<file path="config.mk">
export PLATFORM = sky130hd
export DESIGN_NAME = trle_cmd_fifo
export DESIGN_NICKNAME = d
export VERILOG_FILES = /design/src/rtl/trle_pkg.sv /design/src/rtl/trle_cmd_fifo.sv
export SDC_FILE = /design/constraint.sdc
export NUM_CORES = 1
export LEC_CHECK = 0
export ABC_CLOCK_PERIOD_IN_PS = 6800
export BUFFER_PORTS_ARGS = -buffer_cell sky130_fd_sc_hd__buf_4
export CAP_MARGIN = 20
export CORE_MARGIN = 2
export CORE_UTILIZATION = 57
export CTS_CLUSTER_SIZE = 16
export DETAILED_ROUTE_END_ITERATION = 8
export PLACE_DENSITY = 0.87
export SYNTH_ARGS = -nofsm -noshare
export SYNTH_HDL_FRONTEND = slang
export SYNTH_SLANG_ARGS = --single-unit
</file>
<file path="constraint.sdc">
create_clock -name i_clk -period 6.8 [get_ports i_clk]
set_clock_uncertainty 0.2 [all_clocks]
set_input_delay 0.68 -clock i_clk [delete_from_list [all_inputs] [get_ports i_clk]]
set_output_delay 0.68 -clock i_clk [all_outputs]
set_load 0.1 [all_outputs]
</file>
<file path="src/rtl/trle_pkg.sv">
// Shared types, constants and helper functions of the TGA RLE packetizer.
package trle_pkg;

    localparam int DEF_MAX_PACKET        = 128;
    localparam int DEF_PIXELS_PER_RESULT = 4;

    localparam int CH_W       = 8;
    localparam int PIX_W      = 32;
    localparam int HDR_W      = 8;
    localparam int CNT_W      = 3;
    localparam int LEN_W      = 8;
    localparam int IDX_W      = 7;
    localparam int NUM_LANES  = 4;
    localparam int LANE_W     = 2;
    localparam int CMD_DEPTH  = 4;
    localparam int CMD_PTR_W  = 2;
    localparam int CMD_CNT_W  = 3;
    localparam int CFG_IDX_W  = 1;
    localparam int CFG_DATA_W = 1;

    localparam logic [HDR_W-1:0] RUN_FLAG   = 8'h80;
    localparam logic [PIX_W-1:0] MASK_RGB   = 32'h00FF_FFFF;
    localparam logic [PIX_W-1:0] MASK_RGBA  = 32'hFFFF_FFFF;

    typedef enum logic [CFG_IDX_W-1:0] {
        REG_RLE_ENABLE    = 1'b0,
        REG_ALPHA_PRESENT = 1'b1
    } t_reg_idx;

    typedef enum logic [1:0] {
        MODE_EMPTY  = 2'd0,
        MODE_SINGLE = 2'd1,
        MODE_RUN    = 2'd2,
        MODE_RAW    = 2'd3
    } t_mode;

    typedef enum logic {
        K_ONE = 1'b0,
        K_RAW = 1'b1
    } t_kind;

    typedef enum logic [1:0] {
        B_IDLE  = 2'd0,
        B_FETCH = 2'd1,
        B_SEND  = 2'd2
    } t_bstate;

    typedef struct packed {
        logic rle_enable;
        logic alpha_present;
    } t_cfg;

    typedef struct packed {
        logic              vld;
        t_kind             kind;
        logic              hv;
        logic [HDR_W-1:0]  header;
        logic [PIX_W-1:0]  pixel;
        logic [LEN_W-1:0]  len;
        logic              bank;
        logic              last;
    } t_cmd;

    typedef struct packed {
        logic              we;
        logic              bank;
        logic [IDX_W-1:0]  addr;
        logic [PIX_W-1:0]  data;
    } t_mem_wr;

    typedef struct packed {
        logic vld;
        logic bank;
    } t_bank_rel;

    function automatic logic [PIX_W-1:0] pix_mask(input logic alpha_present);
        return alpha_present ? MASK_RGBA : MASK_RGB;
    endfunction

    function automatic logic same_pixel(input logic [PIX_W-1:0] a,
                                        input logic [PIX_W-1:0] b,
                                        input logic alpha_present);
        return ((a ^ b) & pix_mask(alpha_present)) == '0;
    endfunction

    function automatic t_cmd flush_cmd(input t_mode            mode,
                                       input logic [LEN_W-1:0] run_len,
                                       input logic [PIX_W-1:0] run_pix,
                                       input logic [LEN_W-1:0] raw_len,
                                       input logic [PIX_W-1:0] raw_first,
                                       input logic             bank);
        t_cmd             c;
        logic [LEN_W-1:0] lm1;
        c   = '0;
        lm1 = '0;
        unique case (mode)
            MODE_SINGLE: begin
                c.vld   = 1'b1;
                c.kind  = K_ONE;
                c.hv    = 1'b1;
                c.pixel = run_pix;
            end
            MODE_RUN: begin
                lm1      = run_len - LEN_W'(1);
                c.vld    = 1'b1;
                c.kind   = K_ONE;
                c.hv     = 1'b1;
                c.header = RUN_FLAG | {1'b0, lm1[HDR_W-2:0]};
                c.pixel  = run_pix;
            end
            MODE_RAW: begin
                lm1      = raw_len - LEN_W'(1);
                c.vld    = 1'b1;
                c.kind   = K_RAW;
                c.hv     = 1'b1;
                c.header = {1'b0, lm1[HDR_W-2:0]};
                c.pixel  = raw_first;
                c.len    = raw_len;
                c.bank   = bank;
            end
            MODE_EMPTY: begin
                c = '0;
            end
        endcase
        return c;
    endfunction

endpackage

</file>
<file path="src/rtl/trle_cmd_fifo.sv">
// Command queue between the classifier front end and the packet emitter.
module trle_cmd_fifo (
    input  logic                            i_clk,
    input  logic                            i_rst_n,
    input  trle_pkg::t_cmd                  i_push0,
    input  trle_pkg::t_cmd                  i_push1,
    input  logic                            i_pop,
    output trle_pkg::t_cmd                  o_head,
    output logic                            o_head_vld,
    output logic [trle_pkg::CMD_CNT_W-1:0]  o_free
);
    import trle_pkg::*;

    t_cmd                 r_entry [CMD_DEPTH];
    logic [CMD_PTR_W-1:0] r_wp;
    logic [CMD_PTR_W-1:0] r_rp;
    logic [CMD_CNT_W-1:0] r_cnt;
    logic [CMD_PTR_W-1:0] n_wp;
    logic [CMD_PTR_W-1:0] n_rp;
    logic [CMD_CNT_W-1:0] n_cnt;

    always_comb begin
        n_wp  = r_wp + CMD_PTR_W'(i_push0.vld) + CMD_PTR_W'(i_push1.vld);
        n_rp  = r_rp + CMD_PTR_W'(i_pop);
        n_cnt = r_cnt + CMD_CNT_W'(i_push0.vld) + CMD_CNT_W'(i_push1.vld)
              - CMD_CNT_W'(i_pop);
    end

    always_ff @(posedge i_clk) begin
        if (!i_rst_n) begin
            r_wp  <= '0;
            r_rp  <= '0;
            r_cnt <= '0;
        end else begin
            r_wp  <= n_wp;
            r_rp  <= n_rp;
            r_cnt <= n_cnt;
        end
    end

    always_ff @(posedge i_clk) begin
        if (i_push0.vld) begin
            r_entry[r_wp] <= i_push0;
        end
        if (i_push1.vld) begin
            r_entry[r_wp + CMD_PTR_W'(1)] <= i_push1;
        end
    end

    assign o_head     = r_entry[r_rp];
    assign o_head_vld = (r_cnt != '0);
    assign o_free     = CMD_CNT_W'(CMD_DEPTH) - r_cnt;
endmodule

</file>
**Word level (Yosys, flattened, before mapping)**

Memory sizes are Yosys's and may differ from the RTL's. A register that Yosys moved wholly into a read port is not among the register bits.
Cells that the tools add are included.

- Add/subtract/negate cells: 8
- Muxes and demuxes: 5
- Reduce and logical (&&, ||, !) cells: 1

Operator list:

| kind | number |
|---|---|
| $add A2 B1 Y2 | 3 |
| $add A3 B1 Y3 | 2 |
| $mux W1 | 4 |
| $reduce_bool A3 Y1 | 1 |
| $sub A3 B1 Y3 | 1 |
| $sub A3 B3 Y3 const A | 1 |
| $add A2 B1 Y2 const B | 1 |
| $mux W2 | 1 |

- Register bits: 7
- RAM bits: 212
- Output and inout port bits: 57
- Word-level logic and storage cells: 18
- Memories: 1

Memory list:

| name | depth | width | read ports | clocked after Yosys merged registers in | wr ports | line | source |
|---|---|---|---|---|---|---|---|
| r_entry | 4 | 53 | 1 | 1 | 2 | trle_cmd_fifo.sv:14 | `t_cmd r_entry [CMD_DEPTH];` |

**Logic depth before layout (Yosys ltp)**

Gate-level depths: netlist of the first run.

- Depth after elaboration: 3
- Mapped depth: 7
- Gate-level depth less buffers: 7

**Least setup slack after synthesis of the first run**

OpenSTA, ideal clock, no wires.

- Path kind: input to register
- From: input i_push0[52] (netlist bit)
- To: memory r_entry[0][0] (netlist bit) (enable)
- Setup time: 0.537 ns
- Arrival: 4.481 ns
- Required time: 6.063 ns
- Path slack: 1.582 ns
- Cell stages on the path: 2
- Buffers on the path: 0
- Cells stage by stage: nand2b_1 > o21ai_0

RTL lines:

| element | line | source |
|---|---|---|
| start, declared | trle_cmd_fifo.sv:5 | `input trle_pkg::t_cmd i_push0,` |
| end, declared | trle_cmd_fifo.sv:14 |  |

==> key figures, run 1 <==
CTS
  – Root buffer cell: clkbuf_16
  – Htree depth: 1
  – CTS buffer count: 23
  – CTS hold repair buffers: 0
  – CTS resizes: 0
  – Clk Latency, worst-skew pair: 490 ps
  – Clock sink count: 219
  – Worst-path clk slew: 60 ps
  – CTS tree: done
  – Clock Tree Buf Depth: 3
  – Post CTS Setup Buffer Count: 0

Placement
  – Port buffer count: 165
  – Pre-CTS setup slack: 3490 ps
  – Placer Congestion: 0.769
  – DP HPWL: 13.9 mm

Global routing
  – First-pass GRT wire length: 35.6 mm
  – GRT Util Overall: 23.5%
  – GR Util met3: 3.83%
  – Initial antenna violation count: 0
  – Met2 Usage GRT: 43.4%
  – Grt met1 use: 27.9%
  – Vias in the first global route: 6570
  – GRT Max-Usage Layer: met2
  – Grt ovf: 0
  – Pin count of the biggest net entering global routing: 54

Setup path
  – CP max-delay cell: buf_4
  – CP dominant cell by count: buf_4
  – WS Path Type: reg2out
  – Cell family with most CP delay: buffers and inverters
  – WP buf/inv: 2
  – Worst-path cell chain: buf_4 -> mux4_2 -> buf_4
  – Critical Path RT: 5920 ps
  – Worst path max stage delay: 720 ps
  – Startpoint types: flop
  – Critical path data arrival time: 2690 ps
  – Crit path max fanout: 39
  – Endpoint class of the critical path: output pin

Flow run
  – Maxcap violations: 0

STA
  – Tightest Pin Transition: 964 ps
  – Crit path time final: 3570 ps
  – Period utilization: 52.5%
  – RSZ-0062 raised after global routing: no
  – Worst slew margin: 35.8%
  – FMAX: 280 MHz
  – Final Max Slew Viols: 0
  – Final Hold Vio Count: 0
  – Final setup margin: 3230 ps
  – Final setup viols: 0
  – Fin Setup TNS: 0 ps

Finish
  – FILL cells: 1174
  – Reg area: 6510 sq um
  – Ant diodes: 0
  – Post-layout nets: 836
  – Multi-input gate area: 3880 sq um
  – Layout cell share with drive strength beyond 1: 64.6%
  – Commonest non-fill, non-tap cell in the layout: edfxtp_1
  – Commonest cells after routing, fill and taps aside: edfxtp_1, mux2_2, buf_4, mux4_2, clkbuf_16
  – Syn-to-layout area delta: 20.6%

Die
  – Die Y: 141 microns
  – DIE WIDTH: 141 microns
  – DIE AREA: 19700 sq um
  – Io pins: 166
  – Core ar.: 18100 sq um
  – Initial core utilization: 58.5%
  – Num rows: 49

Route
  – DRT Pass-1 Iters: 7
  – DRT iter0 DRCs: 349
  – Avg WL per Cell: 23.9 microns
  – # DRC: 0
  – Total Wirelength: 23.1 mm
  – Final ANT Viol Nets: 0
  – Via count: 5898
  – Vias per cell: 6.12

Synthesis
  – Mean Syn Cell Area: 19.1 sq um
  – Sequential fraction of the synthesis area: 61.3%
  – YS warnings: 0
  – Mapped Nets: 672
  – Post-synth top flop: edfxtp_1
  – Netlist cell types: 24
  – Synthesized instance count: 556
  – #FFs+latches synth: 219
  – Mapped Area: 10600 sq um
  – Async set-reset flop share out of synthesis: 0%
  – EDFF count, synth: 212

Hold path
  – Hold Path Class: in2reg

Pwr
  – PwrDens: 338 nW/um^2
  – Total power draw: 4.33 mW
  – Peak supply drop: 0.498 mV
  – Leakage power: 4.61 nW

Run status
  – Outcome: finished clean
==> per-layer routing <==
metal,share of wire (%),wire [microns],vias to the layer above
met5,0,0,-
met4,2.9,675,0
met3,5.1,1180,43
met2,54,12400,178
met1,38,8790,3082
li1,-,-,2595
==> per-stage QoR <==
stage / hold WS, ps / instance area, sq um / std cells / utilization, %
floorplan: 340 / 10600 / 556 / -
global placement: 449 / 12000 / 923 / 66.2
detailed placement: 483 / 12000 / 923 / 66.2
CTS: 235 / 12800 / 963 / 70.5
global route: 240 / 12800 / 964 / 70.6
finish: 258 / 12800 / 964 / 70.6
==> flip-flops by register name (all words and copies together), names as in the netlist <==
register  count
r_cnt         3
r_entry     212
r_rp          2
r_wp          2
==> synthesized netlist by cell type (3+ instances only) <==
library cell / number / area share [%]
and2_1: 7 / 0.41
buf_2: 13 / 0.61
buf_4: 8 / 0.57
buf_6: 10 / 1.1
clkbuf_1: 5 / 0.18
dfxtp_1: 7 / 1.3
edfxtp_1: 212 / 60
fa_1: 3 / 0.57
ha_1: 4 / 0.47
inv_1: 9 / 0.32
mux2_1: 3 / 0.32
mux2_2: 205 / 22
mux4_2: 53 / 11
nand2b_1: 4 / 0.24
==> where the power goes <==
part	internal [mW]	switching, mW	leakage (nW)
registers	1.69	0.0529	2.05
clock network	0.803	0.489	0.374
logic	0.394	0.899	2.18
total	2.89	1.44	4.61
==> path summary, 6_finish.rpt <==
kind | startpoint | to | slack [ps] | cells after the start
hold / removal | i_rst_n | r_rp[0]$_SDFF_PN0_ | 260 | 2
setup / recovery | r_rp[0]$_SDFF_PN0_ | o_head[29] | 3230 | 3
hold reg to reg | r_cnt[2]$_SDFF_PN0_ | r_cnt[2]$_SDFF_PN0_ | 500 | 2
setup reg to reg | r_wp[1]$_SDFF_PN0_ | r_entry[0][37]$_DFFE_PP_ | 3600 | 4
==> cell families after synthesis <==
group | after synthesis | synth area share, %
AOI/OAI and AO/OA | 2 | 0.0942
xor gates and xnor gates | 3 | 0.377
adders and majority gates | 7 | 1.04
buffers and inverters | 45 | 2.73
DFF | 219 | 61.3
muxes | 262 | 33.4
and+or+nand+nor | 18 | 1.12
==> area by class of cell <==
cell class	count	share of cell area [%]
Sequential cell	219	50.8
Multi-Input combinational cell	292	30.3
Timing Repair Buffer	175	10.3
Clock buffer	24	4.52
Tap cell	229	2.24
Clock inverter	16	1.57
Inverter	9	0.264
Power figures use the tool's default switching activity.
==> inputs of run 2 (changes only) <==
- ABC_AREA: not set -> 1
- ABC_CLOCK_PERIOD_IN_PS: 6800 -> 3700
- clock period: 6.8 -> 3.7 ns (I/O delays scaled with it)
==> run 2 against run 1 <==
Sequential power is 86% higher. Flip-flop and latch count stayed put. First-iteration DRC count grew to 2.7 times the previous value. Routed wire length is 19% higher. Sequential share of layout area is 1.8 points lower. Utilization is 2.6 points higher. Global-route usage is 3.8 points higher. Worst setup slack worse by 2600 ps. Largest power group unchanged. Area after synthesis hardly changed. Non-clock buffer count is 60 higher. Via count is 51% higher. Final cell count is 62% higher.
==> key figures, run 2 <==
Run status
  – Outcome: finished clean

Finish
  – Post-layout nets: 1433
  – Commonest non-fill, non-tap cell in the layout: o21ai_0
  – Syn-to-layout area delta: 24.8%
  – Largest register by flop count: r_entry
  – FILL cells: 1186
  – Max reg flops: 212
  – Biggest registers after layout: r_entry (212), r_cnt (3)
  – Commonest cells after routing, fill and taps aside: o21ai_0, nand2_1, edfxtp_1, buf_4, nor2_1
  – Layout cell share with drive strength beyond 1: 16.6%
  – Final Non-Filler Cells: 1563

Placement
  – Dpl cells: 1468
  – Placer Congestion: 0.798
  – Port buffer count: 165
  – DP HPWL: 16.3 mm

Setup path
  – Endpoint class of the critical path: output pin
  – Worst-path cell chain: inv_2 -> buf_12 -> o21ai_0 -> o21ai_0 -> buf_4
  – WP buf/inv: 3
  – CP max-delay cell: inv_2
  – Crit path max fanout: 57
  – Cell family with most CP delay: buffers and inverters
  – CP dominant cell by count: o21ai_0
  – Critical Path RT: 3130 ps
  – Critical path data arrival time: 2540 ps
  – Startpoint types: flop
  – WS Path Type: reg2out
  – Worst path max stage delay: 460 ps

STA
  – Tightest Pin Transition: 719 ps
  – RSZ-0062 raised after global routing: no
  – Worst slew margin: 52.0%
  – Final setup viols: 0
  – FMAX: 322 MHz
  – Crit path time final: 3110 ps
  – Final Hold Vio Count: 0
  – Period utilization: 84.0%
  – Final Max Slew Viols: 0
  – Fin Setup TNS: 0 ps

Die
  – DIE WIDTH: 141 microns
  – Num rows: 49
  – Io pins: 166
  – Initial core utilization: 58.6%
  – DIE AREA: 19800 sq um
  – Core ar.: 18100 sq um
  – Die Y: 141 microns

Synthesis
  – Synthesized instance count: 1136
  – Most numerous cell in the Yosys netlist: o21ai_0
  – Mapped Nets: 1252
  – YS warnings: 0
  – #FFs+latches synth: 219
  – Post-synth top flop: edfxtp_1
  – Synth top area share: 59.9%
  – Mapped Area: 10600 sq um
  – Top post-synthesis cells by area: edfxtp_1, o21ai_0, nand2_1, nor2_1, inv_1
  – Async set-reset flop share out of synthesis: 0%
  – Mean Syn Cell Area: 9.36 sq um
  – Netlist cell types: 19
  – EDFF count, synth: 212
  – Cell taking the most area after synthesis: edfxtp_1
  – Sequential fraction of the synthesis area: 61.2%
  – Synth top cells by count: o21ai_0, nand2_1, edfxtp_1, nor2_1, inv_1

CTS
  – Clk Latency, worst-skew pair: 500 ps
  – CTS resizes: 0
  – CTS buffer count: 23
  – Htree depth: 1
  – Root buffer cell: clkbuf_16
  – CTS tree: done
  – Clock sink count: 219
  – Worst-path clk slew: 60 ps
  – Clock Tree Buf Depth: 3

Hold path
  – Hold Path Class: in2reg

Route
  – # DRC: 0
  – Avg WL per Cell: 17.6 microns
  – DRT Pass-1 Iters: 5
  – Via count: 8914
  – Vias per cell: 5.70
  – DRT iter0 DRCs: 943
  – Final ANT Viol Nets: 0
  – Total Wirelength: 27.5 mm

Pwr
  – Peak supply drop: 0.685 mV
  – PwrDens: 599 nW/um^2
  – Leakage power: 5.52 nW

Global routing
  – Grt ovf: 0
  – GRT Util Overall: 27.2%
  – Vias in the first global route: 8894
  – Initial antenna violation count: 0
  – Pin count of the biggest net entering global routing: 109
  – First-pass GRT wire length: 43.0 mm

Flow run
  – Maxcap violations: 0
## run 2: logic make-up after synthesis
group | synth area share, %
xor gates and xnor gates | 0.165
and+or+nand+nor | 13.8
AOI/OAI and AO/OA | 17.7
adders and majority gates | 1.04
buffers and inverters | 6.14
DFF | 61.2
## run 2: power breakdown
group          total (mW)  switching, mW  internal (mW)
combinational        2.53           1.96          0.572
clock                2.18          0.898           1.28
sequential           3.23         0.0912           3.14
## run 2: per-stage QoR
stage / power, mW / setup WS (ps) / hold WS [ps] / util [%] / area (sq um)
6_report: 7.95 / 594 / 21.2 / 73.1 / 13300
5_1_grt: 8.22 / 459 / 22.9 / 73.1 / 13300
4_1_cts: 7.94 / 492 / 3.20 / 73.0 / 13200
3_5_place_dp: 5.75 / 1000 / 384 / 66.3 / 12000
3_3_place_gp: 5.67 / 948 / 338 / 66.2 / 12000
2_1_floorplan: 5.12 / -1570 / 263 / - / 10600
## run 2: layout make-up
cell class | count | area [sq um] | share of cell area (%)
Antenna cell | 1 | 2.50 | 0.0189
Multi-Input combinational cell | 766 | 3560 | 26.8
Timing Repair Buffer | 235 | 1950 | 14.7
Clock inverter | 8 | 83.8 | 0.632
Clock buffer | 33 | 613 | 4.62
Sequential cell | 219 | 6510 | 49.1
Tap cell | 229 | 287 | 2.16
Inverter | 72 | 270 | 2.04
## run 2: path summary, 6_finish.rpt
kind	startpoint	endpoint	slack [ps]	cells after the start
worst max-delay path	r_rp[1]$_SDFF_PN0_	o_head[21]	590	5
worst min-delay path	i_push0[27]	r_entry[1][27]$_DFFE_PP_	20	3
worst max register to register	r_wp[0]$_SDFF_PN0_	r_entry[1][26]$_DFFE_PP_	940	5
worst min register to register	r_cnt[1]$_SDFF_PN0_	r_cnt[2]$_SDFF_PN0_	400	3
## run 2: repair_timing
item / in CTS / in global routing
hold buffers: 52 / 0
hold endpoints to repair: 143 / 0
setup endpoints to repair: 0 / 0
setup buffers: 0 / 0
## run 2: layer usage
metal / track usage [%] / share of wire [%] / vias up / routed length, microns
met5: 0 / 0 / - / 0
met4: 10.2 / 2.8 / 0 / 773
met3: 3.91 / 9.0 / 72 / 2470
met2: 49.1 / 51 / 461 / 14100
met1: 33.6 / 37 / 4134 / 10100
li1: - / - / 4247 / -
## run 2: worst min-delay path: cells and delay by family
kind                   cells  cell delay, ps
buffers and inverters      1             120
AOI/OAI and AO/OA          1              60
and+or+nand+nor            1              50
