### src/rtl/trle_pkg.sv
// Shared types, constants and helper functions of the TGA RLE packetizer.
package trle_pkg;

    localparam int DEF_MAX_PACKET        = 128;
    localparam int DEF_PIXELS_PER_RESULT = 4;

    localparam int CH_W       = 8;
    localparam int PIX_W      = 32;
    localparam int HDR_W      = 8;
    localparam int CNT_W      = 3;
    localparam int LEN_W      = 8;
    localparam int IDX_W      = 7;
    localparam int NUM_LANES  = 4;
    localparam int LANE_W     = 2;
    localparam int CMD_DEPTH  = 4;
    localparam int CMD_PTR_W  = 2;
    localparam int CMD_CNT_W  = 3;
    localparam int CFG_IDX_W  = 1;
    localparam int CFG_DATA_W = 1;

    localparam logic [HDR_W-1:0] RUN_FLAG   = 8'h80;
    localparam logic [PIX_W-1:0] MASK_RGB   = 32'h00FF_FFFF;
    localparam logic [PIX_W-1:0] MASK_RGBA  = 32'hFFFF_FFFF;

    typedef enum logic [CFG_IDX_W-1:0] {
        REG_RLE_ENABLE    = 1'b0,
        REG_ALPHA_PRESENT = 1'b1
    } t_reg_idx;

    typedef enum logic [1:0] {
        MODE_EMPTY  = 2'd0,
        MODE_SINGLE = 2'd1,
        MODE_RUN    = 2'd2,
        MODE_RAW    = 2'd3
    } t_mode;

    typedef enum logic {
        K_ONE = 1'b0,
        K_RAW = 1'b1
    } t_kind;

    typedef enum logic [1:0] {
        B_IDLE  = 2'd0,
        B_FETCH = 2'd1,
        B_SEND  = 2'd2
    } t_bstate;

    typedef struct packed {
        logic rle_enable;
        logic alpha_present;
    } t_cfg;

    typedef struct packed {
        logic              vld;
        t_kind             kind;
        logic              hv;
        logic [HDR_W-1:0]  header;
        logic [PIX_W-1:0]  pixel;
        logic [LEN_W-1:0]  len;
        logic              bank;
        logic              last;
    } t_cmd;

    typedef struct packed {
        logic              we;
        logic              bank;
        logic [IDX_W-1:0]  addr;
        logic [PIX_W-1:0]  data;
    } t_mem_wr;

    typedef struct packed {
        logic vld;
        logic bank;
    } t_bank_rel;

    function automatic logic [PIX_W-1:0] pix_mask(input logic alpha_present);
        return alpha_present ? MASK_RGBA : MASK_RGB;
    endfunction

    function automatic logic same_pixel(input logic [PIX_W-1:0] a,
                                        input logic [PIX_W-1:0] b,
                                        input logic alpha_present);
        return ((a ^ b) & pix_mask(alpha_present)) == '0;
    endfunction

    function automatic t_cmd flush_cmd(input t_mode            mode,
                                       input logic [LEN_W-1:0] run_len,
                                       input logic [PIX_W-1:0] run_pix,
                                       input logic [LEN_W-1:0] raw_len,
                                       input logic [PIX_W-1:0] raw_first,
                                       input logic             bank);
        t_cmd             c;
        logic [LEN_W-1:0] lm1;
        c   = '0;
        lm1 = '0;
        unique case (mode)
            MODE_SINGLE: begin
                c.vld   = 1'b1;
                c.kind  = K_ONE;
                c.hv    = 1'b1;
                c.pixel = run_pix;
            end
            MODE_RUN: begin
                lm1      = run_len - LEN_W'(1);
                c.vld    = 1'b1;
                c.kind   = K_ONE;
                c.hv     = 1'b1;
                c.header = RUN_FLAG | {1'b0, lm1[HDR_W-2:0]};
                c.pixel  = run_pix;
            end
            MODE_RAW: begin
                lm1      = raw_len - LEN_W'(1);
                c.vld    = 1'b1;
                c.kind   = K_RAW;
                c.hv     = 1'b1;
                c.header = {1'b0, lm1[HDR_W-2:0]};
                c.pixel  = raw_first;
                c.len    = raw_len;
                c.bank   = bank;
            end
            MODE_EMPTY: begin
                c = '0;
            end
        endcase
        return c;
    endfunction

endpackage

### src/rtl/trle_in_if.sv
// Pixel input channel: valid/ready handshake with one pixel per transaction.
interface trle_in_if;
    import trle_pkg::*;

    logic            valid;
    logic            ready;
    logic [CH_W-1:0] blue;
    logic [CH_W-1:0] green;
    logic [CH_W-1:0] red;
    logic [CH_W-1:0] alpha;
    logic            end_of_image;

    modport source (output valid, blue, green, red, alpha, end_of_image, input ready);
    modport sink   (input valid, blue, green, red, alpha, end_of_image, output ready);
endinterface

### src/rtl/trle_front.sv
// Front end: accepts pixels, tracks the packet in progress and issues packet commands.
module trle_front #(
    parameter int MAX_PACKET = trle_pkg::DEF_MAX_PACKET
) (
    input  logic                           i_clk,
    input  logic                           i_rst_n,
    trle_in_if.sink                        i_pix,
    input  trle_pkg::t_cfg                 i_cfg,
    input  logic [trle_pkg::CMD_CNT_W-1:0] i_free,
    input  trle_pkg::t_bank_rel            i_rel,
    output trle_pkg::t_cmd                 o_cmd0,
    output trle_pkg::t_cmd                 o_cmd1,
    output trle_pkg::t_mem_wr              o_wr
);
    import trle_pkg::*;

    localparam logic [LEN_W-1:0] MAX_LEN = LEN_W'(MAX_PACKET);

    t_mode            r_mode;
    logic [LEN_W-1:0] r_run_len;
    logic [PIX_W-1:0] r_run_pix;
    logic [LEN_W-1:0] r_raw_len;
    logic [PIX_W-1:0] r_raw_first;
    logic [PIX_W-1:0] r_last_pix;
    logic             r_wbank;
    logic [1:0]       r_busy;

    t_mode            n_mode;
    logic [LEN_W-1:0] n_run_len;
    logic [PIX_W-1:0] n_run_pix;
    logic [LEN_W-1:0] n_raw_len;
    logic [PIX_W-1:0] n_raw_first;
    logic [PIX_W-1:0] n_last_pix;
    logic             n_wbank;
    logic [1:0]       n_busy;

    logic [PIX_W-1:0] pix;
    logic             fire;
    logic             hit_max;
    logic             raw_push;
    t_cmd             c0;
    t_cmd             c1;
    t_cmd             fl;
    t_mem_wr          wr;

    assign pix         = {i_pix.alpha, i_pix.red, i_pix.green, i_pix.blue};
    assign i_pix.ready = (i_free >= CMD_CNT_W'(2)) && !r_busy[r_wbank];
    assign fire        = i_pix.valid && i_pix.ready;

    always_comb begin
        n_mode      = r_mode;
        n_run_len   = r_run_len;
        n_run_pix   = r_run_pix;
        n_raw_len   = r_raw_len;
        n_raw_first = r_raw_first;
        n_last_pix  = r_last_pix;
        hit_max     = 1'b0;
        c0          = '0;
        c1          = '0;
        fl          = '0;
        wr          = '0;
        if (fire) begin
            if (!i_cfg.rle_enable) begin
                c0 = flush_cmd(r_mode, r_run_len, r_run_pix, r_raw_len, r_raw_first,
                               r_wbank);
                c1.vld   = 1'b1;
                c1.kind  = K_ONE;
                c1.pixel = pix;
                n_mode    = MODE_EMPTY;
                n_run_len = '0;
                n_raw_len = '0;
            end else begin
                unique case (r_mode)
                    MODE_EMPTY: begin
                        n_run_pix = pix;
                        n_mode    = MODE_SINGLE;
                    end
                    MODE_SINGLE: begin
                        if (same_pixel(pix, r_run_pix, i_cfg.alpha_present)) begin
                            n_mode    = MODE_RUN;
                            n_run_len = LEN_W'(2);
                            hit_max   = (n_run_len >= MAX_LEN);
                        end else begin
                            wr.we       = 1'b1;
                            wr.bank     = r_wbank;
                            wr.addr     = IDX_W'(1);
                            wr.data     = pix;
                            n_raw_first = r_run_pix;
                            n_last_pix  = pix;
                            n_raw_len   = LEN_W'(2);
                            n_mode      = MODE_RAW;
                            hit_max     = (n_raw_len >= MAX_LEN);
                        end
                    end
                    MODE_RUN: begin
                        if (same_pixel(pix, r_run_pix, i_cfg.alpha_present)) begin
                            n_run_len = r_run_len + LEN_W'(1);
                            hit_max   = (n_run_len >= MAX_LEN);
                        end else begin
                            c0 = flush_cmd(r_mode, r_run_len, r_run_pix, r_raw_len,
                                           r_raw_first, r_wbank);
                            n_run_pix = pix;
                            n_run_len = '0;
                            n_mode    = MODE_SINGLE;
                        end
                    end
                    MODE_RAW: begin
                        if (same_pixel(pix, r_last_pix, i_cfg.alpha_present)) begin
                            c0 = flush_cmd(r_mode, r_run_len, r_run_pix, r_raw_len,
                                           r_raw_first, r_wbank);
                            n_run_pix = pix;
                            n_raw_len = '0;
                            n_mode    = MODE_SINGLE;
                        end else begin
                            wr.we      = 1'b1;
                            wr.bank    = r_wbank;
                            wr.addr    = r_raw_len[IDX_W-1:0];
                            wr.data    = pix;
                            n_last_pix = pix;
                            n_raw_len  = r_raw_len + LEN_W'(1);
                            hit_max    = (n_raw_len >= MAX_LEN);
                        end
                    end
                endcase
                if (hit_max) begin
                    c0 = flush_cmd(n_mode, n_run_len, n_run_pix, n_raw_len, n_raw_first,
                                   r_wbank);
                    n_mode    = MODE_EMPTY;
                    n_run_len = '0;
                    n_raw_len = '0;
                end
                if (i_pix.end_of_image) begin
                    fl = flush_cmd(n_mode, n_run_len, n_run_pix, n_raw_len, n_raw_first,
                                   r_wbank);
                    if (c0.vld) begin
                        c1 = fl;
                    end else begin
                        c0 = fl;
                    end
                    n_mode    = MODE_EMPTY;
                    n_run_len = '0;
                    n_raw_len = '0;
                end
            end
            if (!c0.vld) begin
                c0 = c1;
                c1 = '0;
            end
            if (c1.vld) begin
                c1.last = 1'b1;
            end else if (c0.vld) begin
                c0.last = 1'b1;
            end
        end
    end

    always_comb begin
        raw_push = (c0.vld && (c0.kind == K_RAW)) || (c1.vld && (c1.kind == K_RAW));
        n_wbank  = raw_push ? ~r_wbank : r_wbank;
        n_busy   = r_busy;
        if (i_rel.vld) begin
            n_busy[i_rel.bank] = 1'b0;
        end
        if (raw_push) begin
            n_busy[r_wbank] = 1'b1;
        end
    end

    always_ff @(posedge i_clk) begin
        if (!i_rst_n) begin
            r_mode    <= MODE_EMPTY;
            r_run_len <= '0;
            r_raw_len <= '0;
            r_wbank   <= 1'b0;
            r_busy    <= '0;
        end else begin
            r_mode    <= n_mode;
            r_run_len <= n_run_len;
            r_raw_len <= n_raw_len;
            r_wbank   <= n_wbank;
            r_busy    <= n_busy;
        end
    end

    always_ff @(posedge i_clk) begin
        r_run_pix   <= n_run_pix;
        r_raw_first <= n_raw_first;
        r_last_pix  <= n_last_pix;
    end

    assign o_cmd0 = c0;
    assign o_cmd1 = c1;
    assign o_wr   = wr;
endmodule

### src/flat_wrapper.sv
// flat-port wrapper written by rule: the top's interface ports become plain ports
module trle_front_flat import trle_pkg::*;
#(
    parameter int MAX_PACKET = trle_pkg::DEF_MAX_PACKET
)
  (i_clk, i_rst_n, i_cfg, i_free, i_rel, o_cmd0, o_cmd1, o_wr, i_pix_valid, i_pix_blue, i_pix_green, i_pix_red, i_pix_alpha, i_pix_end_of_image, i_pix_ready);
  trle_in_if i_pix_i ();
  input  logic i_clk;
  input  logic i_rst_n;
  input  trle_pkg::t_cfg i_cfg;
  input  logic [trle_pkg::CMD_CNT_W-1:0] i_free;
  input  trle_pkg::t_bank_rel i_rel;
  output trle_pkg::t_cmd o_cmd0;
  output trle_pkg::t_cmd o_cmd1;
  output trle_pkg::t_mem_wr o_wr;
  input wire logic [$bits(i_pix_i.valid)-1:0] i_pix_valid;
  input wire logic [$bits(i_pix_i.blue)-1:0] i_pix_blue;
  input wire logic [$bits(i_pix_i.green)-1:0] i_pix_green;
  input wire logic [$bits(i_pix_i.red)-1:0] i_pix_red;
  input wire logic [$bits(i_pix_i.alpha)-1:0] i_pix_alpha;
  input wire logic [$bits(i_pix_i.end_of_image)-1:0] i_pix_end_of_image;
  output wire logic [$bits(i_pix_i.ready)-1:0] i_pix_ready;
  assign i_pix_i.valid = i_pix_valid;
  assign i_pix_i.blue = i_pix_blue;
  assign i_pix_i.green = i_pix_green;
  assign i_pix_i.red = i_pix_red;
  assign i_pix_i.alpha = i_pix_alpha;
  assign i_pix_i.end_of_image = i_pix_end_of_image;
  assign i_pix_ready = i_pix_i.ready;
  trle_front #(.MAX_PACKET(MAX_PACKET)) u_core (.i_clk(i_clk), .i_rst_n(i_rst_n), .i_pix(i_pix_i), .i_cfg(i_cfg), .i_free(i_free), .i_rel(i_rel), .o_cmd0(o_cmd0), .o_cmd1(o_cmd1), .o_wr(o_wr));
endmodule
### config.mk
export PLATFORM = sky130hd
export DESIGN_NAME = trle_front_flat
export DESIGN_NICKNAME = d
export VERILOG_FILES = /design/src/rtl/trle_pkg.sv /design/src/rtl/trle_in_if.sv /design/src/rtl/trle_front.sv /design/src/flat_wrapper.sv
export SDC_FILE = /design/constraint.sdc
export NUM_CORES = 1
export LEC_CHECK = 0
export BUFFER_PORTS_ARGS = -buffer_cell sky130_fd_sc_hd__buf_2
export CORE_AREA = 2 2 176 135
export CTS_CLUSTER_SIZE = 20
export DETAILED_ROUTE_END_ITERATION = 10
export DIE_AREA = 0 0 178 137
export GPL_ROUTABILITY_DRIVEN = 0
export PLACE_DENSITY = 0.7
export SYNTH_ARGS = -nofsm -noshare
export SYNTH_HDL_FRONTEND = slang
export SYNTH_SLANG_ARGS = --single-unit
### constraint.sdc
create_clock -name i_clk -period 11.1 [get_ports i_clk]
set_input_delay 2.22 -clock i_clk [delete_from_list [all_inputs] [get_ports i_clk]]
set_output_delay 2.22 -clock i_clk [all_outputs]
set_load 0.1 [all_outputs]
Word-level counts from Yosys, hierarchy flattened
Cells that the tools add are included.
{"block": "totals", "ff_bits": 117, "input_bits": 43, "output_inout_bits": 148, "word_cells": 160}
{"block": "op_classes", "n_addsub": 8, "n_lt_le_gt_ge": 7, "n_eq_ne": 11, "mux": 99, "bitwise_logic": 8, "reduce_logical": 19}
{"cell": "$mux 53", "n": 17}
{"cell": "$mux 32", "n": 12}
{"cell": "$pmux 32 s3", "n": 4}
{"cell": "$mux 41", "n": 4}
{"cell": "$mux 8", "n": 18}
{"cell": "$pmux 53 s2", "n": 1}
{"cell": "$pmux 41 s2", "n": 1}
{"cell": "$pmux 8 s2", "n": 5}
{"cell": "$and 32x32->32", "n": 2}
{"cell": "$logic_not 32->1", "n": 2}
{"cell": "$pmux 32 s2", "n": 1}
{"cell": "$xor 32x32->32", "n": 2}
{"cell": "$sub 7x1->7 const B", "n": 6}
{"cell": "$mux 9", "n": 4}
{"cell": "$pmux 3 s3", "n": 3}
{"cell": "$mux 2", "n": 12}
{"cell": "$add 8x1->8 const B", "n": 2}
{"cell": "$ge 8x8->1 const B", "n": 2}
{"cell": "$eq 2x2->1 const B", "n": 6}
{"cell": "$mux 1", "n": 12}
{"cell": "$mux 10", "n": 1}
{"cell": "$pmux 2 s4", "n": 1}
{"cell": "$eq 2x1->1 const B", "n": 3}
{"cell": "$logic_and 1x1->1", "n": 6}
{"cell": "17 further kinds", "n": 25}

Longest topological paths before layout
Gate-level depths: netlist of run 1.
{"block": "depth", "depth_word": 25, "mapped_depth": 22, "mapped_depth_nobuf": 19}

Worst setup path before layout of run 1
Ideal clock, no wire load.
{"block": "synth_path", "path_type": "input -> output", "startpoint": "input i_pix_red[5]", "endpoint": "output o_cmd1[43] in the netlist's numbering", "t_arrival_ns": 8.498, "required_ns": 8.880, "path_slack_ns": 0.382, "cell_stages": 15, "path_buffers": 1, "cell_sequence": "xnor2_1 -> nand4_1 -> or4_4 -> nor3_2 -> nand2_1 -> a31oi_1 -> inv_1 -> nor2_1 -> ha_1 -> clkbuf_1 -> clkinv_1 -> o21ai_0 -> nand2_1 -> ha_1 -> nor4_1"}
{"item": "from (decl)", "line_no": "flat_wrapper.sv:19", "rtl": "input wire logic [$bits(i_pix_i.red)-1:0] i_pix_red;"}
{"item": "to (decl)", "line_no": "flat_wrapper.sv:14", "rtl": "output trle_pkg::t_cmd o_cmd1;"}

==> results of run 1 <==
## synthesized netlist by cell type (7+ instances only)
| master | n |
|---|---|
| sky130_fd_sc_hd__and2_1 | 45 |
| sky130_fd_sc_hd__nand4_1 | 20 |
| sky130_fd_sc_hd__nor4_1 | 8 |
| sky130_fd_sc_hd__a221oi_1 | 68 |
| sky130_fd_sc_hd__ha_1 | 24 |
| sky130_fd_sc_hd__a21oi_1 | 40 |
| sky130_fd_sc_hd__nor2b_1 | 22 |
| sky130_fd_sc_hd__xor2_1 | 17 |
| sky130_fd_sc_hd__and3_1 | 7 |
| sky130_fd_sc_hd__buf_4 | 10 |
| sky130_fd_sc_hd__a22o_1 | 34 |
| sky130_fd_sc_hd__dfxtp_1 | 21 |
| sky130_fd_sc_hd__a22oi_1 | 56 |
| sky130_fd_sc_hd__a32o_1 | 32 |
| sky130_fd_sc_hd__nand2_1 | 64 |
| sky130_fd_sc_hd__a221o_1 | 14 |
| sky130_fd_sc_hd__o21a_1 | 8 |
| sky130_fd_sc_hd__o21ai_0 | 46 |
| sky130_fd_sc_hd__a32oi_1 | 32 |
| sky130_fd_sc_hd__buf_2 | 18 |
| sky130_fd_sc_hd__o22ai_1 | 39 |
| sky130_fd_sc_hd__edfxtp_1 | 96 |
| sky130_fd_sc_hd__xnor2_1 | 72 |
| sky130_fd_sc_hd__nor2_1 | 51 |
| sky130_fd_sc_hd__inv_1 | 57 |
| sky130_fd_sc_hd__a211oi_1 | 8 |
| sky130_fd_sc_hd__mux2i_1 | 8 |
| sky130_fd_sc_hd__nand3_1 | 13 |
| sky130_fd_sc_hd__mux2_2 | 32 |
| sky130_fd_sc_hd__nor3_1 | 54 |
| sky130_fd_sc_hd__clkbuf_1 | 82 |
| sky130_fd_sc_hd__buf_1 | 10 |
| sky130_fd_sc_hd__o311ai_1 | 33 |
## registers in the layout (all words and copies together) (netlist names)
name,cells
u_core.r_run_len,8
u_core.r_mode,2
u_core.r_wbank,1
u_core.r_busy,2
u_core.r_run_pix,32
u_core.r_raw_len,8
u_core.r_raw_first,32
u_core.r_last_pix,32
## power groups by stage
stage	Combinational (uW)	Clock (uW)	Sequential, uW
3_3_place_gp	323	0	510
4_1_cts	328	582	501
3_5_place_dp	326	0	511
2_1_floorplan	251	0	508
6_report	335	581	502
5_1_grt	351	600	503
## through the flow
step	util	power, uW	hold WS [ns]	area (um^2)
after global placement	0.538	833	0.451	12200
after floorplan	-	759	0.420	11200
after CTS	0.565	1410	0.472	12800
final	0.565	1420	0.473	12800
after detailed placement	0.538	837	0.463	12200
after global routing	0.565	1450	0.489	12800
## cell families after synthesis
| group | count (synthesis) |
|---|---|
| AOI/OAI and AO/OA | 471 |
| and+or+nand+nor | 323 |
| xor gates and xnor gates | 89 |
| buffers and inverters | 185 |
| muxes | 40 |
| adders and majority gates | 24 |
| DFF | 117 |
## cell type report
type / instances / area, um^2
fillers: 2006 / 9850
multi-input cells: 947 / 7140
flip-flops and latches: 117 / 3300
repair buffers: 214 / 1140
clock buffers: 17 / 425
well taps: 300 / 375
inverters: 59 / 224
clock inverters: 15 / 181
## worst min-delay path, cell delays in order, from the launching register on
cell	delay [ns]
sky130_fd_sc_hd__dfxtp_1	0.33
sky130_fd_sc_hd__nand2_1	0.06
sky130_fd_sc_hd__a21oi_1	0.04
## routing by layer
layer | vias to the layer above | part of all wire
met1 | 5602 | 0.43
met4 | 0 | 0.023
met2 | 953 | 0.42
met3 | 85 | 0.13
li1 | 5188 | -
met5 | - | 0
## worst max path at each step
stage | startpoint | endpoint | slack, ns | cells past startpoint
floorplan | i_pix_red[5] | o_cmd1[43] | 0.38 | 15
global placement | i_pix_blue[4] | o_cmd0[44] | 1.24 | 19
detailed placement | i_pix_blue[4] | o_cmd0[48] | 1.15 | 21
CTS | i_pix_blue[4] | o_cmd0[48] | 1.11 | 21
global route | i_pix_blue[4] | o_cmd0[48] | 0.78 | 21
finish | i_pix_blue[4] | o_cmd0[12] | 0.89 | 18
==> summary by stage, run 1 <==
Worst setup path
For the worst setup path, the data required time is 8.88 ns. The highest cell delay on the worst timing path is 0.63 ns. The slowest stage of the critical path belongs to the cell sky130_fd_sc_hd__or4_4.

Traced cell by cell, the critical path runs through buf_2 -> xnor2_1 -> nand4_1 -> or4_4 -> nor3_2 -> nand2_1 -> a31oi_1 -> inv_1 -> nor2_1 -> ha_2 -> clkinv_1 -> buf_4 -> nor2_2 -> buf_4 -> a22oi_1 -> o22ai_1 -> a32o_1 -> buf_2. The startpoint of the worst register-to-register path is u_core.r_mode[1]. The maximum fanout count along the critical path is 32.

The endpoint of the worst-slack reg-to-reg timing path is u_core.r_wbank. The reg2reg setup slack is 5.35 ns. The critical setup path kind is input pin to output pin. STA classifies the critical path startpoint as an input pin. The cell class contributing the biggest share of worst-path delay is simple AND/OR/NAND/NOR gates. Data arrives at the worst endpoint at about 8 ns.

The buffering stage count on the worst path with inverters included is 6. For the worst flop-to-flop path, the logic depth is 17. The endpoint type of the worst setup path is an output pin.

Global route
In the global route stage, met1 resource usage came out at 0.489. For met3 alone, demand over resource in global routing was 0.0817. The most crowded layer after global routing is met1. The pin count of the biggest net entering global routing is 80. The initial antenna violation count is 0. Across every metal layer, demand over resource in global routing totals 0.335. The overall overflow remaining after global route is 0. The first global-routing pass estimated between 60000 and 70000 um of wire. The via count of the first global-routing pass was 10700. The met2 track demand over resource is 0.479.

Logic synthesis
Counting flops with a built-in enable in the synthesized netlist gives 96. In this run the cell area of the synthesized design comes to 11200 um^2. After synthesis, the cell types taking the most area are sky130_fd_sc_hd__edfxtp_1, sky130_fd_sc_hd__xnor2_1, sky130_fd_sc_hd__a221oi_1. The number of library cell types mapped by synthesis is 94.

In this run, synthesis produced a sequential element count of 117. The register area share after synthesis is 0.295. Of the total synthesized cell area, the portion taken by XOR and XNOR cells is 0.0696. The synthesized netlist net count is 1316. After synthesis, the largest family of logic cells by area is compound AO/OA/AOI/OAI gates. The fraction of the mapped netlist area in compound gates was 0.335. The mux contribution to synthesized area is 0.0393. The cell type contributing the most total cell area after synthesis is sky130_fd_sc_hd__edfxtp_1. The share of synthesized area in the top cell type comes to 0.258. The top flip-flop cell by instance count after synthesis is sky130_fd_sc_hd__edfxtp_1.

The number of warnings printed during yosys synthesis is 0. The synthesized instance count is 1249. Of the total synthesized cell area, the portion taken by full adders, half adders and majority gates is 0.0268. Of the total synthesized cell area, the portion taken by AND, OR, NAND and NOR gates is 0.162.

In the synthesized netlist the async set-or-reset flop fraction comes to 0. The average cell area after synthesis is 8.96 um^2.

Route
The detailed router placed 11800 vias in this run. For this run, design rule violations remaining after detail routing come to 0. The detail-routed net length per standard cell is 25.0 um. The average vias per placed instance is 7.09. After detailed routing, the total wire length is 41800 um.

The remaining antenna violation count after routing is 0. The first routing iteration left 1843 violations. The iteration count of the initial detailed-routing pass is 8.

Power
The total power divided by cell area is 111 nW/um^2. In this run the power spent charging and discharging nets is 497 uW. The portion of total power attributed to sequential cells is 0.354. The internal portion of the total power is between 900 and 1000 uW.

The portion of total power attributed to the clock network is 0.410. The share of total power dissipated in combinational logic is 0.236. The leakage power is about 0.0047 uW. Of the total power, the share spent switching nets is 0.351. IR analysis of the VDD net gives a maximum drop of 0.000109 V.

CTS
The clock latency on the worst-skew pair is 0.43 ns. After clock tree synthesis, the clock-pin slew on the worst setup and hold paths is 0.06 ns. The number of hold buffers added after CTS was 0. Buffers inserted during clock tree synthesis total 17.

The clock net sink count is 117. The clock passes through at most 2 buffers. The cell chosen for the clock root is sky130_fd_sc_hd__clkbuf_16. In this run the number of H-tree levels came out at 4. Buffers added to address setup during post-CTS repair amount to 0.

Gates resized during post-CTS repair numbered 0. TritonCTS built the clock tree.

Timing
Setup violations remaining at the end of the flow were counted as 0. Timing would allow up to just under 100 MHz. For the final database, setup skew stands at 0.0157 ns. The measured slew at the worst slew-check pin is between 1 and 1.5 ns. The headroom to the max-slew limit is 0.250. The setup slack of the critical path after layout is 0.894 ns. The final setup TNS is 0 ns.

For the finished layout, the period the worst path requires is 10.21 ns. The number of hold violations in the final report is 0. The post-route fraction of the period consumed by the critical path is 0.919. Setup repair after global routing left no endpoint under its margin.

The number of slew-limit violations in the final report came to 0.

Finish
The number of antenna diodes in the final layout is 0. The number of cells in the finished layout apart from fillers is 1669. The count of nets after finishing is 1423. Of the cells placed in the final design, the portion with a size suffix greater than 1 is 0.240. Leaving out fill and tap cells, the most frequent cells in the layout are sky130_fd_sc_hd__buf_2, sky130_fd_sc_hd__edfxtp_1, sky130_fd_sc_hd__xnor2_1. Relative to the synthesized area, the layout overhead comes to 14.2%. Leaving out fill and tap cells, the most frequent cell in the layout is sky130_fd_sc_hd__buf_2.

Min path
The number of cells traversed by the worst hold path is 2. The min-delay analysis places its worst path in the category flop to flop. The endpoint of the worst hold path is u_core.r_run_len[7].

The startpoint identified for the worst hold timing path is u_core.r_run_len[7].

Die
In this run the count of I/O pins placed on the die edge is 191. The height of the die is 137 um. In this run the core area contains 48 standard-cell rows.

The area of the die is 24400 um^2. The core region is approximately 23000 um^2. The floorplan die width is 178 um. The initial cell density of the core is 0.494.

Job
Max-cap violations in this run came to 0.

Status
The run finished with clean final reports.

Placed design
The final HPWL from detailed placement is 26500 um. Including well taps, the total number of placed cells is 1637. The worst setup timing slack at the placement stage is ~1.1 ns. The count of input and output buffers is 189.
Note: power is estimated with default switching activity, not from simulation.
==> inputs of run 2 (changes only) <==
--- a/config.mk
+++ b/config.mk
@@ -12,6 +12,8 @@
 export DIE_AREA = 0 0 178 137
 export GPL_ROUTABILITY_DRIVEN = 0
 export PLACE_DENSITY = 0.7
+export SETUP_SLACK_MARGIN = 0.3
+export SLEW_MARGIN = 20
 export SYNTH_ARGS = -nofsm -noshare
 export SYNTH_HDL_FRONTEND = slang
 export SYNTH_SLANG_ARGS = --single-unit
==> constraint.sdc (replaced) <==
create_clock -name i_clk -period 12.6 [get_ports i_clk]
set_input_delay 2.52 -clock i_clk [delete_from_list [all_inputs] [get_ports i_clk]]
set_output_delay 2.52 -clock i_clk [all_outputs]
set_load 0.1 [all_outputs]
==> summary by stage, run 2 (synthesis gave the netlist of run 1 again) <==
Timing
Setup repair after global routing left no endpoint under its margin. The worst pin sits at a relative slew slack of 0.260. The final clock skew is 0.0131 ns.

Setup slack closes at 1.34 ns. The post-route fraction of the period consumed by the critical path is 0.893. Final hold analysis gives a worst-case slack of 0.473 ns. The number of hold violations in the final report was 0. The count of final setup violators is 0. At the pin with the least slew margin, the transition time is 1.10 ns. The final critical delay including setup and external delays is between 10 and 15 ns. The number of slew-limit violations in the final report is 0. The highest clock rate is 88.8 MHz. The final setup TNS is 0 ns.

CTS
The clock latency on the worst-skew pair is 0.43 ns. Hold repair after CTS inserted 0 buffers. Counting along the longest clock path gives a buffer depth of 2. Once the clock tree was built, the setup fixing pass inserted 0 buffers. In this run the number of H-tree levels came out at 4.

The cell sitting at the root of the clock tree is a sky130_fd_sc_hd__clkbuf_16. The clock net sink count is 117. Gates resized during post-CTS repair numbered 0.

The clock transition at the registers of the reported paths is about 0.060 ns. The number of buffers inserted during clock tree synthesis is 17. TritonCTS built the clock tree.

Worst setup path
STA puts the critical path data arrival time at around 8.7 ns. The type of element launching the critical path is an input pin. The critical setup path kind is input pin to output pin. Counting both buffers and inverters, the worst setup path holds a total of 4.

The highest cell delay on the worst timing path is 0.86 ns. The data required time of the worst path is 10.08 ns. The endpoint type of the worst setup path is an output pin. Traced cell by cell, the critical path runs through buf_2 -> xor2_1 -> nor4_2 -> a21oi_1 -> o31ai_4 -> nand2_1 -> nor2_1 -> ha_2 -> clkinv_1 -> nor3_4 -> buf_4 -> a32oi_1 -> o311ai_1 -> a32o_1 -> buf_2. The cell class contributing the biggest share of worst-path delay is simple AND/OR/NAND/NOR gates. Among all stages on the critical path, the largest delay is contributed by sky130_fd_sc_hd__nor3_4. The critical path's most frequent cell is sky130_fd_sc_hd__buf_2. The maximum fanout count along the critical path is 20.

Global route
The initial antenna violation count is 0. The wire length of the first global-routing pass is 62700 um. The all-layer global routing usage is 0.337. The via count of the first global-routing pass is 10700. Entering global routing, the biggest net connects 71 pins. The overall overflow remaining after global route is 0.

Power
The leakage power is 0.00465 uW. The share of total power dissipated in sequential elements is 0.367. Of the total power, the share spent switching nets is 0.351.

The total power divided by cell area is 94.9 nW/um^2. Of the total power, the clock network draws 0.390. The internal power of the cells totals 783 uW. The proportion of power drawn by combinational gates is 0.243. For this design the total switching power over the nets is 424 uW. The maximum resistive drop on vdd is slightly above 0.0001 V.

Finish
The library cell used most frequently in the layout, excluding fill and tap cells, is sky130_fd_sc_hd__buf_2. In the layout the commonest cells are sky130_fd_sc_hd__buf_2, sky130_fd_sc_hd__edfxtp_1, sky130_fd_sc_hd__xnor2_1. In the final layout, the share of cells above drive strength 1 is 0.237.

The synthesis-to-layout area growth is 13.6%. Summing all multi-input logic gate instances after layout gives 7150 um^2. The largest registers in the layout are u_core.r_last_pix (32), u_core.r_raw_first (32), u_core.r_run_pix (32). The count of nets after finishing is 1420. The final standard cell area without fillers is roughly 13000 um^2. The final-layout fill cell count is 2041. The total area of sequential cells is 3300 um^2. The count of inserted antenna diode cells is 0.

At the end of the flow the core is filled with cells to 0.562.

Placed design
The worst setup timing slack at the placement stage is between 1.5 and 2 ns. The placed instance area is 12200 um^2. The count of input and output buffers is 189. The final HPWL from detailed placement is 26500 um.

Die
The floorplan die width is approximately 180 um. ~190 I/O pins were placed. Row generation in the floorplan step produced 48 rows. The region available for standard cell placement spans 22600 um^2.

The initial utilization of the core area, before any placement, comes to 0.494. The floorplan step set the die height to around 140 um. The area of the die is 24400 um^2.

Route
The detail-routed net length per standard cell is 25.0 um. The count of nets left with antenna violations once routing finished came out at 0. For this run, design rule violations remaining after detail routing come to 0. The DRC violation total after the first TritonRoute iteration is about 2000. The iteration count of the initial detailed-routing pass is 8. The average vias per placed instance is around 7.1.

The via count is 11800. The routed wire length is 41700 um.

Job
The number of max-cap violations is 0.

Min path
The min-delay analysis places its worst path in the category flop to flop.

Status
The run finished with clean final reports.
==> run 2: final timing paths <==
kind | startpoint | end | slack [ns] | cells after the start
worst max-delay path | i_pix_alpha[4] | o_cmd0[12] | 1.34 | 15
worst min-delay path | u_core.r_run_len[7] | u_core.r_run_len[7] | 0.47 | 2
worst max register to register | u_core.r_mode[1] | u_core.r_wbank | 6.84 | 12
worst min register to register | u_core.r_run_len[7] | u_core.r_run_len[7] | 0.47 | 2
==> run 2: final cells by class <==
cell class,count,share of cell area
repair buffers,211,0.0875
clock inverters,14,0.00994
inverters,59,0.0176
multi-input cells,947,0.562
well taps,300,0.0295
clock buffers,18,0.0337
flip-flops and latches,117,0.260
==> run 2: worst min-delay path, cell delays in order, from the launching register on <==
cell,delay (ns)
sky130_fd_sc_hd__dfxtp_1,0.33
sky130_fd_sc_hd__nand2_1,0.06
sky130_fd_sc_hd__a21oi_1,0.03
==> run 2: power groups by stage <==
stage	combinational, uW	clock [uW]	sequential, uW
after floorplan	221	0	447
after global placement	285	0	449
after detailed placement	287	0	450
after CTS	288	470	442
after global routing	309	486	444
final	294	470	443
==> run 2: per-stage QoR <==
step,total power [uW],instances
CTS,1200,1666
global placement,734,1634
detailed placement,737,1634
finish,1210,1666
global route,1240,1666
floorplan,668,1249
==> run 2: routing by layer <==
layer	GRT usage	share of wire	up-vias
met5	0.0104	0	-
met1	0.489	0.42	5576
met2	0.470	0.42	938
li1	-	-	5186
met4	0.130	0.029	0
met3	0.0911	0.13	113
